--- config.mk ---
export PLATFORM = sky130hd
export DESIGN_NAME = countdown_timer_hms_pause_unit_flat
export DESIGN_NICKNAME = d
export VERILOG_FILES = /design/src/hdl/cth_pkg.sv /design/src/hdl/cth_req_if.sv /design/src/hdl/cth_rsp_if.sv /design/src/hdl/cth_state.sv /design/src/hdl/countdown_timer_hms_pause_unit.sv /design/src/flat_wrapper.sv
export VERILOG_INCLUDE_DIRS = /design/src /design/src/hdl
export SDC_FILE = /design/constraint.sdc
export NUM_CORES = 1
export LEC_CHECK = 0
export BUFFER_PORTS_ARGS = -buffer_cell sky130_fd_sc_hd__buf_4
export CAP_MARGIN = 20
export CORE_MARGIN = 8
export CORE_UTILIZATION = 47
export CTS_CLUSTER_SIZE = 40
export DETAILED_ROUTE_END_ITERATION = 10
export GPL_ROUTABILITY_DRIVEN = 0
export PLACE_DENSITY = 0.73
export SYNTH_ARGS = -nofsm -noshare
export SYNTH_HDL_FRONTEND = slang
export SYNTH_SLANG_ARGS = --single-unit
--- constraint.sdc ---
create_clock -name clk -period 15.6 [get_ports clk]
set_input_delay 1.56 -clock clk [delete_from_list [all_inputs] [get_ports clk]]
set_output_delay 1.56 -clock clk [all_outputs]
set_load 0.01 [all_outputs]
--- src/hdl/assert_macros.svh ---
// ----------------------------------------------------------------------------
// assert_macros.svh
// shared concurrent assertion macros for the countdown timer rtl
// ----------------------------------------------------------------------------
`ifndef ASSERT_MACROS_SVH
`define ASSERT_MACROS_SVH

// same-cycle implication, disabled while reset is asserted
`define ASSERT_SAME(label, clk, rst_n, ante, cons) \
	label: assert property (@(posedge clk) disable iff (!(rst_n)) (ante) |-> (cons)) \
		else $error("same-cycle check failed");

// next-cycle implication, disabled while reset is asserted
`define ASSERT_NEXT(label, clk, rst_n, ante, cons) \
	label: assert property (@(posedge clk) disable iff (!(rst_n)) (ante) |=> (cons)) \
		else $error("next-cycle check failed");

`endif

--- src/hdl/cth_pkg.sv ---
// ----------------------------------------------------------------------------
// cth_pkg
// types, codes and constants of the countdown timer
// ----------------------------------------------------------------------------
package cth_pkg;

	localparam int REQ_W       = 3;
	localparam int SEL_W       = 2;
	localparam int VALUE_W     = 13;
	localparam int TOTAL_W     = 18;
	localparam int HMS_W       = 6;
	localparam int MIN_TOTAL_W = 12;

	// request codes; the unused code acts as status only
	localparam logic [REQ_W-1:0] REQ_SET    = 3'd0;
	localparam logic [REQ_W-1:0] REQ_ADD    = 3'd1;
	localparam logic [REQ_W-1:0] REQ_START  = 3'd2;
	localparam logic [REQ_W-1:0] REQ_PAUSE  = 3'd3;
	localparam logic [REQ_W-1:0] REQ_RESET  = 3'd4;
	localparam logic [REQ_W-1:0] REQ_TICK   = 3'd5;
	localparam logic [REQ_W-1:0] REQ_STATUS = 3'd6;

	// field selector codes; the fourth code is ignored
	localparam logic [SEL_W-1:0] SEL_HOURS   = 2'd0;
	localparam logic [SEL_W-1:0] SEL_MINUTES = 2'd1;
	localparam logic [SEL_W-1:0] SEL_SECONDS = 2'd2;

	localparam int FIELD_MODULUS = 60;
	localparam int SECS_PER_MIN  = 60;
	localparam int SECS_PER_HOUR = 3600;

	localparam logic [TOTAL_W-1:0] ELAPSED_MAX = '1;

	// multiple of the modulus that lifts any field sum above zero
	localparam int WRAP_W      = 15;
	localparam int WRAP_OFFSET = (8192 / FIELD_MODULUS + 1) * FIELD_MODULUS;

	// reciprocal constants, exact for every value below 2**18
	localparam int RECIP_W    = 19;
	localparam int PROD_W     = TOTAL_W + RECIP_W;
	localparam int HOUR_RECIP = 298262;
	localparam int HOUR_SHIFT = 30;
	localparam int MIN_RECIP  = 279621;
	localparam int MIN_SHIFT  = 24;

	typedef struct packed {
		logic [HMS_W-1:0]   hours;
		logic [HMS_W-1:0]   minutes;
		logic [HMS_W-1:0]   seconds;
		logic               running;
		logic [TOTAL_W-1:0] elapsed;
	} timer_state_t;

	// x mod 60 by folding: 64 is 4 mod 60, so each fold maps hi*64+lo to hi*4+lo
	function automatic logic [HMS_W-1:0] mod_sixty(input logic [TOTAL_W-1:0] x);
		logic [14:0] a;
		logic [10:0] b;
		logic [6:0]  c;
		a = {1'b0, x[17:6], 2'b00} + 15'(x[5:0]);
		b = {a[14:6], 2'b00} + 11'(a[5:0]);
		c = {b[10:6], 2'b00} + 7'(b[5:0]);
		if (c >= 7'(2 * FIELD_MODULUS)) begin
			c = c - 7'(2 * FIELD_MODULUS);
		end else if (c >= 7'(FIELD_MODULUS)) begin
			c = c - 7'(FIELD_MODULUS);
		end
		return c[HMS_W-1:0];
	endfunction

endpackage

--- src/hdl/cth_req_if.sv ---
// ----------------------------------------------------------------------------
// cth_req_if
// request channel of the countdown timer
// ----------------------------------------------------------------------------
interface cth_req_if;
	import cth_pkg::*;

	logic                      valid;
	logic                      ready;
	logic [REQ_W-1:0]          req_type;
	logic [SEL_W-1:0]          field_select;
	logic signed [VALUE_W-1:0] value;

	modport source (output valid, output req_type, output field_select, output value,
		input ready);
	modport sink (input valid, input req_type, input field_select, input value,
		output ready);
endinterface

--- src/hdl/cth_rsp_if.sv ---
// ----------------------------------------------------------------------------
// cth_rsp_if
// result channel of the countdown timer
// ----------------------------------------------------------------------------
interface cth_rsp_if;
	import cth_pkg::*;

	logic               valid;
	logic               ready;
	logic [TOTAL_W-1:0] remaining_total;
	logic [HMS_W-1:0]   remaining_hours;
	logic [HMS_W-1:0]   remaining_minutes;
	logic [HMS_W-1:0]   remaining_secs;
	logic               is_running;
	logic               is_paused;
	logic               is_expired;

	modport source (output valid, output remaining_total, output remaining_hours,
		output remaining_minutes, output remaining_secs, output is_running,
		output is_paused, output is_expired, input ready);
	modport sink (input valid, input remaining_total, input remaining_hours,
		input remaining_minutes, input remaining_secs, input is_running,
		input is_paused, input is_expired, output ready);
endinterface

--- src/hdl/cth_state.sv ---
// ----------------------------------------------------------------------------
// cth_state
// timer state registers and the per-request update
// ----------------------------------------------------------------------------
module cth_state (
	input  logic                               clk,
	input  logic                               arst_n,
	input  logic                               load,
	input  logic [cth_pkg::REQ_W-1:0]          req_type,
	input  logic [cth_pkg::SEL_W-1:0]          field_select,
	input  logic signed [cth_pkg::VALUE_W-1:0] value,
	output cth_pkg::timer_state_t              st
);
	import cth_pkg::*;

	timer_state_t       st_q;
	timer_state_t       st_nxt;
	logic [HMS_W-1:0]   cur_field;
	logic [HMS_W-1:0]   base;
	logic [WRAP_W-1:0]  wrap_sum;
	logic [HMS_W-1:0]   wrapped;

	always_comb begin
		case (field_select)
			SEL_HOURS:   cur_field = st_q.hours;
			SEL_MINUTES: cur_field = st_q.minutes;
			SEL_SECONDS: cur_field = st_q.seconds;
			default:     cur_field = '0;
		endcase
	end

	assign base     = (req_type == REQ_ADD) ? cur_field : '0;
	// offset keeps the sum positive so the fold sees an unsigned value
	assign wrap_sum = WRAP_W'(base) + {{(WRAP_W - VALUE_W){value[VALUE_W-1]}}, value}
		+ WRAP_W'(WRAP_OFFSET);
	assign wrapped  = mod_sixty(TOTAL_W'(wrap_sum));

	always_comb begin
		st_nxt = st_q;
		case (req_type)
			REQ_SET, REQ_ADD: begin
				case (field_select)
					SEL_HOURS:   st_nxt.hours   = wrapped;
					SEL_MINUTES: st_nxt.minutes = wrapped;
					SEL_SECONDS: st_nxt.seconds = wrapped;
					default:     ;
				endcase
			end
			REQ_START: st_nxt.running = 1'b1;
			REQ_PAUSE: st_nxt.running = 1'b0;
			REQ_RESET: begin
				st_nxt.running = 1'b0;
				st_nxt.elapsed = '0;
			end
			REQ_TICK: begin
				if (st_q.running && (st_q.elapsed != ELAPSED_MAX)) begin
					st_nxt.elapsed = st_q.elapsed + 1'b1;
				end
			end
			default: ;
		endcase
	end

	always_ff @(posedge clk or negedge arst_n) begin
		if (!arst_n) begin
			st_q <= '0;
		end else if (load) begin
			st_q <= st_nxt;
		end
	end

	assign st = st_q;
endmodule

--- src/hdl/countdown_timer_hms_pause_unit.sv ---
// ----------------------------------------------------------------------------
// countdown_timer_hms_pause_unit
// countdown timer with h:m:s length, start, pause, reset and second ticks
// ----------------------------------------------------------------------------
// The timer takes one request per cycle and returns one result per request,
// in order. A request is applied to the timer state on the transfer edge;
// with the result side always ready the block sustains one transfer per
// clock on each side. After the request transfer its result passes through
// a stage that forms the set length and the clamped remaining time, a stage
// with the two reciprocal multipliers that give hours and total minutes, and
// the output register that forms the minutes. Backpressure stops only the
// stages behind a full one, so requests keep flowing into empty slots while
// a result waits to be taken. Every result reflects the state after its own
// request.
`include "assert_macros.svh"

module countdown_timer_hms_pause_unit (
	input  logic      clk,
	input  logic      arst_n,
	cth_req_if.sink   req,
	cth_rsp_if.source rsp
);
	import cth_pkg::*;

	typedef struct packed {
		logic running;
		logic paused;
		logic expired;
	} flags_t;

	// handshake chain: each stage moves when it is empty or the next one moves
	logic v_s0;
	logic v_s1;
	logic v_s2;
	logic v_s3;
	logic adv1;
	logic adv2;
	logic adv3;
	logic req_xfer;

	timer_state_t st;

	// stage 1 logic and registers
	logic [TOTAL_W-1:0] length;
	logic               expired;
	logic [TOTAL_W-1:0] rem_s1;
	flags_t             flags_s1;

	// stage 2 logic and registers
	logic [PROD_W-1:0]      hour_prod;
	logic [PROD_W-1:0]      min_prod;
	logic [TOTAL_W-1:0]     rem_s2;
	logic [HMS_W-1:0]       hours_s2;
	logic [MIN_TOTAL_W-1:0] tot_min_s2;
	logic [HMS_W-1:0]       seconds_s2;
	flags_t                 flags_s2;

	// output register
	logic [MIN_TOTAL_W-1:0] min_diff;
	logic [TOTAL_W-1:0]     rem_s3;
	logic [HMS_W-1:0]       hours_s3;
	logic [HMS_W-1:0]       minutes_s3;
	logic [HMS_W-1:0]       seconds_s3;
	flags_t                 flags_s3;

	// result consistency terms for the checks
	logic               hms_in_range;
	logic [TOTAL_W-1:0] hms_total;

	assign adv3      = !v_s3 || rsp.ready;
	assign adv2      = !v_s2 || adv3;
	assign adv1      = !v_s1 || adv2;
	assign req.ready = !v_s0 || adv1;
	assign req_xfer  = req.valid && req.ready;

	// the state registers double as stage 0: their contents are pending
	// until stage 1 has taken a snapshot
	cth_state u_state (
		.clk          (clk),
		.arst_n       (arst_n),
		.load         (req_xfer),
		.req_type     (req.req_type),
		.field_select (req.field_select),
		.value        (req.value),
		.st           (st)
	);

	always_ff @(posedge clk or negedge arst_n) begin
		if (!arst_n) begin
			v_s0 <= 1'b0;
			v_s1 <= 1'b0;
			v_s2 <= 1'b0;
			v_s3 <= 1'b0;
		end else begin
			if (req_xfer) begin
				v_s0 <= 1'b1;
			end else if (adv1) begin
				v_s0 <= 1'b0;
			end
			if (adv1) begin
				v_s1 <= v_s0;
			end
			if (adv2) begin
				v_s2 <= v_s1;
			end
			if (adv3) begin
				v_s3 <= v_s2;
			end
		end
	end

	// stage 1: set length in seconds and the clamped remaining time
	assign length = TOTAL_W'(st.hours) * TOTAL_W'(SECS_PER_HOUR)
		+ TOTAL_W'(st.minutes) * TOTAL_W'(SECS_PER_MIN)
		+ TOTAL_W'(st.seconds);
	assign expired = (st.elapsed >= length);

	always_ff @(posedge clk) begin
		if (adv1) begin
			rem_s1           <= expired ? '0 : (length - st.elapsed);
			flags_s1.running <= st.running;
			flags_s1.paused  <= !st.running && (st.elapsed != '0);
			flags_s1.expired <= expired;
		end
	end

	// stage 2: hours and total minutes by reciprocal multiply, seconds by folding
	assign hour_prod = PROD_W'(rem_s1) * PROD_W'(HOUR_RECIP);
	assign min_prod  = PROD_W'(rem_s1) * PROD_W'(MIN_RECIP);

	always_ff @(posedge clk) begin
		if (adv2) begin
			rem_s2     <= rem_s1;
			hours_s2   <= hour_prod[HOUR_SHIFT +: HMS_W];
			tot_min_s2 <= min_prod[MIN_SHIFT +: MIN_TOTAL_W];
			seconds_s2 <= mod_sixty(rem_s1);
			flags_s2   <= flags_s1;
		end
	end

	// output register: minutes = total minutes - hours*60 (64h - 4h)
	assign min_diff = tot_min_s2
		- (MIN_TOTAL_W'({hours_s2, 6'b0}) - MIN_TOTAL_W'({hours_s2, 2'b0}));

	always_ff @(posedge clk) begin
		if (adv3) begin
			rem_s3     <= rem_s2;
			hours_s3   <= hours_s2;
			minutes_s3 <= min_diff[HMS_W-1:0];
			seconds_s3 <= seconds_s2;
			flags_s3   <= flags_s2;
		end
	end

	assign rsp.valid             = v_s3;
	assign rsp.remaining_total   = rem_s3;
	assign rsp.remaining_hours   = hours_s3;
	assign rsp.remaining_minutes = minutes_s3;
	assign rsp.remaining_secs    = seconds_s3;
	assign rsp.is_running        = flags_s3.running;
	assign rsp.is_paused         = flags_s3.paused;
	assign rsp.is_expired        = flags_s3.expired;

	assign hms_in_range = (rsp.remaining_hours < HMS_W'(FIELD_MODULUS))
		&& (rsp.remaining_minutes < HMS_W'(FIELD_MODULUS))
		&& (rsp.remaining_secs < HMS_W'(FIELD_MODULUS));
	assign hms_total = TOTAL_W'(rsp.remaining_hours) * TOTAL_W'(SECS_PER_HOUR)
		+ TOTAL_W'(rsp.remaining_minutes) * TOTAL_W'(SECS_PER_MIN)
		+ TOTAL_W'(rsp.remaining_secs);

	// checks on the result path and the state update
	`ASSERT_SAME(a_hms_range, clk, arst_n, rsp.valid, hms_in_range)
	`ASSERT_SAME(a_hms_sum, clk, arst_n, rsp.valid, hms_total == rsp.remaining_total)
	`ASSERT_SAME(a_expired_zero, clk, arst_n, rsp.valid, rsp.is_expired == (rsp.remaining_total == '0))
	`ASSERT_SAME(a_run_pause, clk, arst_n, rsp.valid, !(rsp.is_running && rsp.is_paused))
	`ASSERT_NEXT(a_start_runs, clk, arst_n, req_xfer && (req.req_type == REQ_START), st.running)
endmodule

--- src/flat_wrapper.sv ---
// flat-port wrapper written by rule: the top's interface ports become plain ports
module countdown_timer_hms_pause_unit_flat import cth_pkg::*;
  (clk, arst_n, req_valid, req_req_type, req_field_select, req_value, req_ready, rsp_valid, rsp_remaining_total, rsp_remaining_hours, rsp_remaining_minutes, rsp_remaining_secs, rsp_is_running, rsp_is_paused, rsp_is_expired, rsp_ready);
  cth_req_if req_i ();
  cth_rsp_if rsp_i ();
  input  logic clk;
  input  logic arst_n;
  input wire logic [$bits(req_i.valid)-1:0] req_valid;
  input wire logic [$bits(req_i.req_type)-1:0] req_req_type;
  input wire logic [$bits(req_i.field_select)-1:0] req_field_select;
  input wire logic [$bits(req_i.value)-1:0] req_value;
  output wire logic [$bits(req_i.ready)-1:0] req_ready;
  output wire logic [$bits(rsp_i.valid)-1:0] rsp_valid;
  output wire logic [$bits(rsp_i.remaining_total)-1:0] rsp_remaining_total;
  output wire logic [$bits(rsp_i.remaining_hours)-1:0] rsp_remaining_hours;
  output wire logic [$bits(rsp_i.remaining_minutes)-1:0] rsp_remaining_minutes;
  output wire logic [$bits(rsp_i.remaining_secs)-1:0] rsp_remaining_secs;
  output wire logic [$bits(rsp_i.is_running)-1:0] rsp_is_running;
  output wire logic [$bits(rsp_i.is_paused)-1:0] rsp_is_paused;
  output wire logic [$bits(rsp_i.is_expired)-1:0] rsp_is_expired;
  input wire logic [$bits(rsp_i.ready)-1:0] rsp_ready;
  assign req_i.valid = req_valid;
  assign req_i.req_type = req_req_type;
  assign req_i.field_select = req_field_select;
  assign req_i.value = req_value;
  assign req_ready = req_i.ready;
  assign rsp_valid = rsp_i.valid;
  assign rsp_remaining_total = rsp_i.remaining_total;
  assign rsp_remaining_hours = rsp_i.remaining_hours;
  assign rsp_remaining_minutes = rsp_i.remaining_minutes;
  assign rsp_remaining_secs = rsp_i.remaining_secs;
  assign rsp_is_running = rsp_i.is_running;
  assign rsp_is_paused = rsp_i.is_paused;
  assign rsp_is_expired = rsp_i.is_expired;
  assign rsp_i.ready = rsp_ready;
  countdown_timer_hms_pause_unit u_core (.clk(clk), .arst_n(arst_n), .req(req_i), .rsp(rsp_i));
endmodule
Word-level counts from Yosys, hierarchy flattened
Cells that the tools add are included.
{"block": "totals", "inputBits": 22, "output_inout_bits": 41, "elab_cells": 99, "register_bits": 140}
{"block": "classes", "n_eq_ne": 9, "mux": 11, "add_sub_neg": 18, "n_reduce_logical": 25, "mul": 4, "magnitude_cmp": 5}
{"operator": "18-bit case mux with 2 select lines", "n": 1}
{"operator": "18-bit by 18-bit multiplier with 35-bit output (second input constant)", "n": 1}
{"operator": "18-bit by 19-bit multiplier with 30-bit output (second input constant)", "n": 1}
{"operator": "6-bit 2-to-1 mux", "n": 5}
{"operator": "6-bit subtractor (second input constant)", "n": 4}
{"operator": "18-bit by 1-bit adder with 18-bit output (second input constant)", "n": 1}
{"operator": "18-bit by 12-bit adder with 18-bit output", "n": 1}
{"operator": "18-bit by 6-bit adder with 18-bit output", "n": 1}
{"operator": "18-bit >= comparator", "n": 1}
{"operator": "18-bit 2-to-1 mux", "n": 1}
{"operator": "18-bit != test (second input constant)", "n": 1}
{"operator": "6-bit case mux with 3 select lines", "n": 1}
{"operator": "18-bit nonzero test", "n": 1}
{"operator": "18-bit subtractor", "n": 1}
{"operator": "14-bit by 6-bit adder with 15-bit output", "n": 1}
{"operator": "15-bit by 14-bit adder with 15-bit output (second input constant)", "n": 1}
{"operator": "7-bit by 13-bit adder with 14-bit output", "n": 1}
{"operator": "7-bit by 6-bit >= comparator with 1-bit output (second input constant)", "n": 2}
{"operator": "7-bit >= comparator (second input constant)", "n": 2}
{"operator": "6-bit by 8-bit multiplier with 14-bit output (second input constant)", "n": 1}
{"operator": "11-bit by 6-bit adder with 12-bit output", "n": 1}
{"operator": "3-bit AND reduction", "n": 4}
{"operator": "11-bit by 6-bit adder with 11-bit output", "n": 1}
{"operator": "6-bit by 4-bit multiplier with 10-bit output (second input constant)", "n": 1}
{"operator": "21 further kinds", "n": 36}

Logic depth before layout (Yosys ltp)
Gate-level depths: netlist of run 1.
{"block": "logic_depth", "depth_word": 11, "ltp_mapped": 39, "ltp_nobuf": 38}

Hierarchy
A second synthesis of run 1 with hierarchy kept.
{"block": "unflattened", "cells_unflattened": 1582, "hier_area_um2": 16439.5}
{"module": "countdown_timer_hms_pause_unit", "seq_area_each_um2": 2952.8, "area_per_inst_um2": 13382.8, "instances": 1, "cells_each": 1232}
{"module": "cth_state", "seq_area_each_um2": 925.9, "area_per_inst_um2": 3056.7, "instances": 1, "cells_each": 350}

Worst setup path before layout of run 1
OpenSTA, ideal clock, no wires.
{"block": "synth_timing", "kind": "input to register", "startpoint": "in req_field_select[0]", "endpoint": "reg u_core.u_state.st_q (netlist bit u_core.u_state.st[35])", "arrival_time_ns": 8.009, "n_path_buf": 2, "stages": 37, "required_time_ns": 15.475, "path_slack_ns": 7.466, "setup_ns": 0.125, "cell_sequence": "clkbuf_1 -> nor2b_1 -> clkbuf_1 -> a21oi_1 -> nor2_1 -> ha_1 -> fa_1 -> nand3_1 -> and2_1 -> o21ai_1 -> xnor2_1 -> a32oi_1 -> xnor2_1 -> inv_1 -> fa_1 -> nor2b_1 -> o21ai_0 -> nand2b_1 -> o211ai_1 -> o21ai_0 -> a41oi_1 -> xnor2_1 -> ha_1 -> nor2b_1 -> o21ai_0 -> nand2b_1 -> ha_1 -> fa_1 -> xor2_1 -> ha_1 -> nand2_1 -> a21boi_0 -> o21ai_0 -> nand2_1 -> xor2_1 -> o21ai_0 -> mux2_2"}
{"block": "synth_via", "elab_chain_len": 11, "word_cells_on_any_way": 17, "classes_between": "add/sub (7); order compare (2); eq/ne (2); mux (4); reduce/logical (2)"}
{"element": "start, declared", "line_no": "flat_wrapper.sv:10", "text": "input wire logic [$bits(req_i.field_select)-1:0] req_field_select;"}
{"element": "2-bit equality test (tied with other cells)", "line_no": "cth_state.sv:24", "text": "case (field_select)"}
{"element": "6-bit case mux with 3 select lines", "line_no": "cth_state.sv:24"}
{"element": "6-bit 2-to-1 mux", "line_no": "cth_state.sv:32", "text": "assign base = (req_type == REQ_ADD) ? cur_field : '0;"}
{"element": "7-bit by 13-bit adder with 14-bit output", "line_no": "cth_state.sv:34", "text": "assign wrap_sum = WRAP_W'(base) + {{(WRAP_W - VALUE_W){value[VALUE_W-1]}}, value}"}
{"element": "15-bit by 14-bit adder with 15-bit output", "line_no": "cth_state.sv:35", "text": "+ WRAP_W'(WRAP_OFFSET);"}
{"element": "11-bit by 6-bit adder with 12-bit output", "line_no": "cth_pkg.sv:59", "text": "a = {1'b0, x[17:6], 2'b00} + 15'(x[5:0]);"}
{"element": "8-bit by 6-bit adder with 9-bit output", "line_no": "cth_pkg.sv:60", "text": "b = {a[14:6], 2'b00} + 11'(a[5:0]);"}
{"element": "5-bit by 6-bit adder with 7-bit output", "line_no": "cth_pkg.sv:61", "text": "c = {b[10:6], 2'b00} + 7'(b[5:0]);"}
{"element": "6-bit subtractor or 7-bit by 6-bit >= comparator with 1-bit output (tied branches)", "line_no": "cth_pkg.sv:65, cth_pkg.sv:64"}
{"element": "6-bit 2-to-1 mux", "line_no": "cth_pkg.sv:64", "text": "end else if (c >= 7'(FIELD_MODULUS)) begin"}
{"element": "6-bit 2-to-1 mux", "line_no": "cth_pkg.sv:62", "text": "if (c >= 7'(2 * FIELD_MODULUS)) begin"}
{"element": "end signal, assigned", "line_no": "cth_state.sv:68", "text": "st_q <= st_nxt;"}
{"element": "end, declared", "line_no": "cth_state.sv:16", "text": "timer_state_t st_q;"}
Several ways; a longest one is shown, not always the timed one.
A chain may end at the register's enable or synchronous reset.

Worst setup path after layout of run 1
{"block": "layout_timing", "startpoint": "in req_field_select[0]", "endpoint": "reg u_core.u_state.st_q (netlist bit u_core.u_state.st[29])"}
{"block": "layout_via", "elab_chain_len": 11, "word_cells_on_any_way": 17, "classes_between": "add/sub (7); order compare (2); eq/ne (2); mux (4); reduce/logical (2)"}
{"element": "2-bit equality test (tied with other cells)", "line_no": "cth_state.sv:24"}
{"element": "6-bit case mux with 3 select lines", "line_no": "cth_state.sv:24"}
{"element": "6-bit 2-to-1 mux", "line_no": "cth_state.sv:32"}
{"element": "7-bit by 13-bit adder with 14-bit output", "line_no": "cth_state.sv:34"}
{"element": "15-bit by 14-bit adder with 15-bit output", "line_no": "cth_state.sv:35"}
{"element": "11-bit by 6-bit adder with 12-bit output", "line_no": "cth_pkg.sv:59"}
{"element": "8-bit by 6-bit adder with 9-bit output", "line_no": "cth_pkg.sv:60"}
{"element": "5-bit by 6-bit adder with 7-bit output", "line_no": "cth_pkg.sv:61"}
{"element": "6-bit subtractor or 7-bit by 6-bit >= comparator with 1-bit output (tied branches)", "line_no": "cth_pkg.sv:65, cth_pkg.sv:64"}
{"element": "6-bit 2-to-1 mux", "line_no": "cth_pkg.sv:64"}
{"element": "6-bit 2-to-1 mux", "line_no": "cth_pkg.sv:62"}
Several ways; a longest one is shown, not always the timed one.

==> results.cfg, run 1 <==
[synth]
synth_top_area_cell = ha_1
synth.area.top_cells = ha_1 27%, fa_1 18%, edfxtp_1 18%
synth_xor_area_frac = 0.06039
synth_edf_count = 95
synth_top_area_frac = 0.2689
yosys-top-cells-count = 346 x ha_1, 264 x inv_1, 143 x fa_1, 95 x edfxtp_1, 92 x nor2_1
synth_top_family_by_area = adder cells
seq_area_frac_synth = 0.2409
synth_compound_area_frac = 0.08938
synth_seq_cells = 136
synth_cell_types = 74
ys_async_sr_fraction = 0.3015
synthFlopType = edfxtp_1
synthesis.area_sq_um = 16100
synth_warnings = 0
synth_most_common_cell = ha_1
synth_mux_area_frac = 0.01345
synth-simple-area-share = 0.08339
synthAdderAreaFrac = 0.4473
synth_area_per_cell_sq_um = 10.60
synthCells = 1519

[finish]
final_cells = 2055
n_antenna_cell = 0
fin_nets = 2105
drive_above_1_share = 0.08401
area_delta_synth_final_pct = 10.27

[drt]
first_pass_iters = 5
wl_um = 34030
wl_per_cell_um = 16.56
vias_per_cell = 5.338
vias = 10970
drtIter0Drc = 377
drtAntennaViolNets = 0
drc = 0

[min_path]
hp-start = u_core.flags_s1[2]
hold_end = u_core.flags_s2[2]
hold_path_class = register to register
worstHoldPathCells = 0

[floorplan]
fp.dieH_um = 201.1
core.rowCount = 67
die_area_sq_um = 40430
chipWidth_um = 201.1
pin_count = 63
start_util = 0.4789
fp.coreArea_sq_um = 33620

[sta]
final.period_utilization = 0.5433
relSlewSlack = 0.4216
hold_viol = 0
fin_tns_setup_ns = 0
slew_viol_final = 0
rsz0062_at_grt = no
tightest_slew_ns = 0.8644
setup_viol = 0
fin_skew_ns = 0.008039
max_freq_mhz = 118.0
holdWs_ns = 0.4190
layout_min_cycle_time_ns = 8.475

[cts]
cts_buffer_depth = 2
clock_latency_ns = 0.44
cts_setup_buffers = 0
cts_sinks = 136
cts_root_buf = clkbuf_16
hold_buffers = 0
htreeDepth = 4
cts_made_buffers = 17
clkTransAtPathRegs_ns = 0.06
cts_tree = done
ctsResizeCount = 0

[critical_path]
arrival_ns = 8.80
crit_path_frequent_cell = o21ai_0
worst_path_dominant_cell_family = adder cells
path_max_fanout = 10
crit_type = primary input to register
rrSetupSlack_ns = 8.06
r2r-start = u_core.u_state.st[31]
start_kind = primary input
r2r_cells = 36
worstPathRequired_ns = 15.93
path_buf_inv = 2
crit_path_top_delay_cell = fa_1
slowest_delay_ns = 0.44
r2r-end = u_core.u_state.st[29]
critPathCaptureType = register

[placement]
dp_hpwl_um = 27530
place_inst = 2022
io_buffers = 62

[global_routing]
met3_usage = 0.02743
grt_pass1_wl_um = 57380
busiest_layer = met2
grt_max_degree = 42
antenna_found_initial = 0
grt_pass1_vias = 11874
grt_use_total = 0.1748
use_met2 = 0.3238
grt-ovfl-total = 0
grtUsageMet1 = 0.1969

[flow_run]
max_cap_viol_count = 0

[run_status]
status = completed
==> layout by cell type, fill, tap and decap left out, types with 5 or more instances in the layout <==
master	Yosys	layout
ha_1	346	346
inv_1	264	264
fa_1	143	143
edfxtp_1	95	95
nor2_1	92	92
xnor2_1	76	76
buf_4	3	64
a21oi_1	61	61
nand2_1	50	50
dfrtp_1	41	41
o21ai_0	38	38
xor2_1	35	35
nor3_1	27	27
a21o_1	26	26
nand3_1	20	20
clkbuf_16	0	17
nand4_1	13	13
nor2b_1	13	13
mux2_2	13	13
nand2b_1	11	10
o21a_1	10	10
nor4_1	8	8
o21bai_1	8	8
o31ai_1	8	8
mux2i_1	7	7
a211oi_1	6	6
inv_6	0	6
a31oi_1	5	5
or3_1	5	5
and2_1	5	5
a21boi_0	5	5
==> worst register-to-register path, delay by kind of cell, from the launching register on <==
kind / cells / cell delay [ns]
DFF: 1 / 0.47
AOI/OAI and AO/OA: 11 / 1.72
xor gates and xnor gates: 5 / 1.18
buffers and inverters: 1 / 0.09
muxes: 2 / 0.49
and+or+nand+nor: 10 / 1.15
adders and majority gates: 7 / 2.33
==> logic make-up (layout without fill, tap and decap cells) <==
| kind of cell | Yosys count | count (layout) |
|---|---|---|
| AOI/OAI and AO/OA | 213 | 213 |
| xor gates and xnor gates | 111 | 111 |
| adders and majority gates | 490 | 490 |
| buffers and inverters | 275 | 361 |
| DFF | 136 | 136 |
| muxes | 20 | 20 |
| other | 1 | 3 |
| and+or+nand+nor | 273 | 273 |
==> worst max-delay path by stage <==
stage | depth (start not counted) | end | start | slack [ns]
after floorplan | 37 | u_core.u_state.st[35] | req_field_select[0] | 7.47
after global placement | 35 | u_core.u_state.st[35] | req_field_select[0] | 7.21
after detailed placement | 36 | u_core.u_state.st[29] | req_field_select[0] | 6.70
after CTS | 36 | u_core.u_state.st[29] | req_field_select[0] | 7.20
after global routing | 35 | u_core.u_state.st[29] | req_field_select[0] | 6.40
final | 36 | u_core.u_state.st[29] | req_field_select[0] | 7.13
==> final cells by class <==
cell class / instances / area [sq um]
sequential: 136 / 3879
fill: 2944 / 15860
inverter: 264 / 991.0
clock inverter: 15 / 211.5
tap: 448 / 560.5
timing repair buffer: 65 / 500.5
multi-input combinational: 1110 / 11190
clock buffer: 17 / 425.4
==> stage by stage <==
step                        util  setup slack [ns]  cell area, sq um
after floorplan                -             7.466             16110
after global placement    0.5086             7.213             17100
after detailed placement  0.5086             6.703             17100
after CTS                 0.5275             7.196             17730
after global routing      0.5281             6.401             17750
final                     0.5281             7.125             17750
==> sequential cells by signal, summed over array words and instances (netlist names) <==
name,count
u_core.rem_s1,18
u_core.v_s0,1
u_core.seconds_s2,6
u_core.rem_s2,16
u_core.flags_s1,3
u_core.rsp.is_paused,1
u_core.rsp.remaining_secs,6
u_core.rsp.is_expired,1
u_core.hours_s2,6
u_core.rsp.remaining_minutes,6
u_core.u_state.st,37
u_core.flags_s2,3
u_core.rsp.is_running,1
u_core.v_s2,1
u_core.rsp.remaining_total,16
u_core.rsp.valid,1
u_core.v_s1,1
u_core.rsp.remaining_hours,6
u_core.tot_min_s2,6
==> routing by layer <==
layer / wire (um) / up-vias
met5: 0 / -
met4: 1047 / 0
li1: - / 5343
met1: 14190 / 5353
met2: 17680 / 206
met3: 1109 / 68
Power of run 1 is left out: the tool's default activity adds up to more than one toggle a clock period on the data nets, which glitch-free logic cannot reach.
==> run 2, diff against run 1 <==
--- a/config.mk
+++ b/config.mk
@@ -13,7 +13,7 @@
 export CTS_CLUSTER_SIZE = 40
 export DETAILED_ROUTE_END_ITERATION = 10
 export GPL_ROUTABILITY_DRIVEN = 0
-export PLACE_DENSITY = 0.73
+export PLACE_DENSITY = 0.76
 export SYNTH_ARGS = -nofsm -noshare
 export SYNTH_HDL_FRONTEND = slang
 export SYNTH_SLANG_ARGS = --single-unit
==> constraint.sdc (replaced) <==
create_clock -name clk -period 6.8 [get_ports clk]
set_input_delay 0.68 -clock clk [delete_from_list [all_inputs] [get_ports clk]]
set_output_delay 0.68 -clock clk [all_outputs]
set_load 0.01 [all_outputs]
==> results.cfg, run 2 (same netlist as run 1, synthesis figures left out) <==
[global_routing]
grt-ovfl-total = 0
grt_pass1_vias = 12317
grt_use_total = 0.1793
grt_max_degree = 42
antenna_found_initial = 0
grt_pass1_wl_um = 59360

[sta]
rsz0062_at_grt = yes
layout_min_cycle_time_ns = 6.571
relSlewSlack = 0.3114
final.period_utilization = 0.9663
slew_viol_final = 0
fin_skew_ns = 0.01843
tightest_slew_ns = 1.033
hold_viol = 0
max_freq_mhz = 152.2
setup_viol = 0

[floorplan]
die_area_sq_um = 40430
fp.coreArea_sq_um = 33620
fp.dieH_um = 201.1
core.rowCount = 67
start_util = 0.4789
chipWidth_um = 201.1
pin_count = 63

[critical_path]
path_max_fanout = 5
arrival_ns = 6.89
crit_path_top_delay_cell = or3_4
slowest_delay_ns = 0.41
r2r-start = u_core.u_state.st[26]
start_kind = primary input
crit_type = primary input to register
crit_path_frequent_cell = o21ai_2
critPathCaptureType = register
rrSetupSlack_ns = 0.24
r2r-end = u_core.u_state.st[23]
r2r_cells = 35
worstPathRequired_ns = 7.12

[placement]
dp_hpwl_um = 28310
place_inst = 2078
io_buffers = 62

[finish]
n_antenna_cell = 0
largest_reg_flops = 37
final_cells = 2121
fin_nets = 2171
mostFrequentLayoutCells = 338 x ha_1, 262 x inv_1, 139 x fa_1
final_common_cell = ha_1
drive_above_1_share = 0.1500
area_delta_synth_final_pct = 14.35

[drt]
wl_um = 36000
drc = 0
first_pass_iters = 5
vias = 11510
wl_per_cell_um = 16.97
drtAntennaViolNets = 0
vias_per_cell = 5.427
drtIter0Drc = 427

[cts]
clock_latency_ns = 0.44
htreeDepth = 4
cts_sinks = 136
hold_buffers = 0
cts_root_buf = clkbuf_16
cts_buffer_depth = 2
clkTransAtPathRegs_ns = 0.07
cts_tree = done
cts_made_buffers = 17

[flow_run]
max_cap_viol_count = 0

[run_status]
status = completed

[min_path]
hold_path_class = primary input to asynchronous set/reset pin
run 2: cell count changes in the layout (fill, tap and decap cells not counted), sizes merged:
cell and change:
inv +2, buf +66, clkinvlp -1, clkinv +1, clkbuf +1, bufinv -3
run 2: worst max-delay path by stage:
stage / startpoint / end / slack [ns] / cells after the start
floorplan: req_field_select[0] / u_core.u_state.st[35] / 0.19 / 29
global placement: req_field_select[0] / u_core.u_state.st[35] / -0.11 / 35
detailed placement: req_field_select[0] / u_core.u_state.st[35] / -0.52 / 36
CTS: u_core.u_state.st[26] / u_core.u_state.st[35] / 0.01 / 38
global route: req_field_select[0] / u_core.u_state.st[23] / -0.14 / 38
finish: req_field_select[0] / u_core.u_state.st[23] / 0.23 / 36
run 2: critical path: cells and delay by family:
kind / cells / cell delay (ns)
adder cells (fa/ha/maj): 6 / 1.71
multiplexers: 2 / 0.48
XOR/XNOR: 5 / 0.97
buffers and inverters: 2 / 0.22
AO/OA/AOI/OAI: 11 / 1.62
AND/OR/NAND/NOR: 10 / 1.19
run 2: per-stage QoR:
stage	setup WS (ns)	hold slack (ns)	area [sq um]	utilization	TNS [ns]
6_report	0.2293	0.2153	18410	0.5476	0
5_1_grt	-0.1394	0.2582	18410	0.5476	-0.9557
4_1_cts	0.01419	0.2325	18140	0.5396	0
3_5_place_dp	-0.5243	0.4045	17530	0.5216	-4.892
3_3_place_gp	-0.1064	0.4005	17530	0.5216	-0.6009
2_1_floorplan	0.1883	0.3844	16130	-	0
run 2: layer usage:
metal  global-route usage  share of wire  vias up
met4              0.06859          0.031        0
met1               0.2060           0.40     5631
met5                    0              0        -
met3              0.02517          0.043       89
li1                     -              -     5479
met2               0.3317           0.52      311
run 2: timing repair:
| item | CTS | global route |
|---|---|---|
| setup buffers | 1 | 10 |
| gates cloned | 0 | 0 |
| gates resized for setup | 6 | 61 |
| setup endpoints to repair | 9 | 29 |
| pin swaps | 1 | 32 |
run 2: layout make-up:
| type | instances | area [sq um] |
|---|---|---|
| clock buffer | 18 | 439.2 |
| fill | 2789 | 15210 |
| timing repair buffer | 131 | 991.0 |
| tap | 448 | 560.5 |
| sequential | 136 | 3885 |
| inverter | 264 | 991.0 |
| clock inverter | 14 | 148.9 |
| multi-input combinational | 1110 | 11390 |
Power of run 2 is left out for the same reason.
==> run 3, diff against run 2 <==
--- a/config.mk
+++ b/config.mk
@@ -13,7 +13,7 @@
 export CTS_CLUSTER_SIZE = 40
 export DETAILED_ROUTE_END_ITERATION = 10
 export GPL_ROUTABILITY_DRIVEN = 0
-export PLACE_DENSITY = 0.76
+export PLACE_DENSITY = 0.73
 export SYNTH_ARGS = -nofsm -noshare
 export SYNTH_HDL_FRONTEND = slang
 export SYNTH_SLANG_ARGS = --single-unit
==> constraint.sdc (replaced) <==
create_clock -name clk -period 6.5 [get_ports clk]
set_input_delay 0.65 -clock clk [delete_from_list [all_inputs] [get_ports clk]]
set_output_delay 0.65 -clock clk [all_outputs]
set_load 0.01 [all_outputs]
==> results.cfg, run 3 (same netlist as run 1, synthesis figures left out) <==
[run_status]
violations = setup timing
status = complete, but fails checks

[sta]
slew_viol_final = 0
relSlewSlack = 0.4770
fin_tns_setup_ns = -0.07599
rsz0062_at_grt = yes
setup_viol = 3
setup_ws_ns = -0.02800
fin_skew_ns = 0.01951
max_freq_mhz = 153.2
layout_min_cycle_time_ns = 6.528
final.period_utilization = 1.004
hold_viol = 0
tightest_slew_ns = 0.7828

[critical_path]
path_max_fanout = 4
worstPathRequired_ns = 6.83
start_kind = primary input
crit_type = primary input to register
crit_path_frequent_cell = buf_4
slowest_delay_ns = 0.50
critPathCaptureType = register
arrival_ns = 6.86
cp-startpoint = req_field_select[1]
r2r-start = u_core.u_state.st[25]
crit_path_top_delay_cell = fa_2
rrSetupSlack_ns = -0.02

[floorplan]
core.rowCount = 67
die_area_sq_um = 40430
start_util = 0.4789
fp.coreArea_sq_um = 33620
fp.dieH_um = 201.1
pin_count = 63
chipWidth_um = 201.1

[min_path]
hold_path_class = primary input to asynchronous set/reset pin

[drt]
drc = 0
first_pass_iters = 5
vias = 11507
vias_per_cell = 5.330
wl_per_cell_um = 16.89
drtIter0Drc = 492
drtAntennaViolNets = 0
wl_um = 36460

[cts]
htreeDepth = 4
hold_buffers = 0
clock_latency_ns = 0.45
clkTransAtPathRegs_ns = 0.07
cts_buffer_depth = 2
cts_made_buffers = 17
cts_sinks = 136
cts_root_buf = clkbuf_16
cts_tree = done

[global_routing]
grt_use_total = 0.1803
grt_pass1_vias = 12187
antenna_found_initial = 0
grt_max_degree = 42
grt-ovfl-total = 0
grt_pass1_wl_um = 59360

[finish]
final_common_cell = ha_1
drive_above_1_share = 0.1771
fin_nets = 2209
largest_reg_flops = 37
fillCellCount = 2834
n_antenna_cell = 0
mostFrequentLayoutCells = 335 x ha_1, 262 x inv_1, 163 x buf_4
area_delta_synth_final_pct = 17.21

[placement]
io_buffers = 62
dp_hpwl_um = 29010

[flow_run]
max_cap_viol_count = 0
[run 3: final timing paths]
| kind | to | depth (start not counted) |
|---|---|---|
| setup / recovery | u_core.u_state.st[28] | 35 |
| max in group asynchronous | u_core.u_state.st[10] | 1 |
| min in group clk | u_core.rsp.remaining_total[2] | 0 |
| hold / removal | u_core.u_state.st[25] | 1 |
| hold reg to reg | u_core.rsp.remaining_total[2] | 0 |
| setup reg to reg | u_core.u_state.st[28] | 33 |
[run 3: worst max-delay path: cells and delay by family]
family / cells / cell delay [ns]
buffers and inverters: 9 / 1.33
and+or+nand+nor: 6 / 0.56
adders and majority gates: 7 / 2.15
AOI/OAI and AO/OA: 11 / 1.74
muxes: 1 / 0.27
xor gates and xnor gates: 1 / 0.16
[run 3: per-layer routing]
layer / part of all wire / vias up / global-route usage
met5: 0 / - / 0
met4: 0.029 / 0 / 0.06912
met3: 0.043 / 72 / 0.02743
met1: 0.40 / 5611 / 0.2037
li1: - / 5557 / -
met2: 0.53 / 267 / 0.3361
[run 3: area by class of cell]
type	instances	area, sq um	area share
multi-input cells	1110	11550	0.6119
flip-flops and latches	136	3879	0.2055
repair buffers	169	1300	0.06889
inverters	264	993.5	0.05265
well taps	448	560.5	0.02970
clock buffers	17	425.4	0.02254
clock inverters	15	166.4	0.008818
[run 3: stage by stage]
stage / instances / util / cell area (sq um) / setup WS [ns] / hold slack (ns)
global route: 2159 / 0.5614 / 18870 / -0.3211 / 0.2144
detailed placement: 2107 / 0.5289 / 17780 / -0.7512 / 0.4045
CTS: 2145 / 0.5502 / 18500 / 0.02271 / 0.1884
global placement: 2107 / 0.5289 / 17780 / -0.3973 / 0.4008
finish: 2159 / 0.5614 / 18870 / -0.02800 / 0.1752
floorplan: 1521 / - / 16160 / 0.0001004 / 0.3544
[run 3: timing repair]
action	in CTS	in global routing
setup endpoints to repair	30	31
resized for setup	27	66
setup buffers	6	13
pin swaps	15	37
cloned	0	0
Power of run 3 is left out for the same reason.
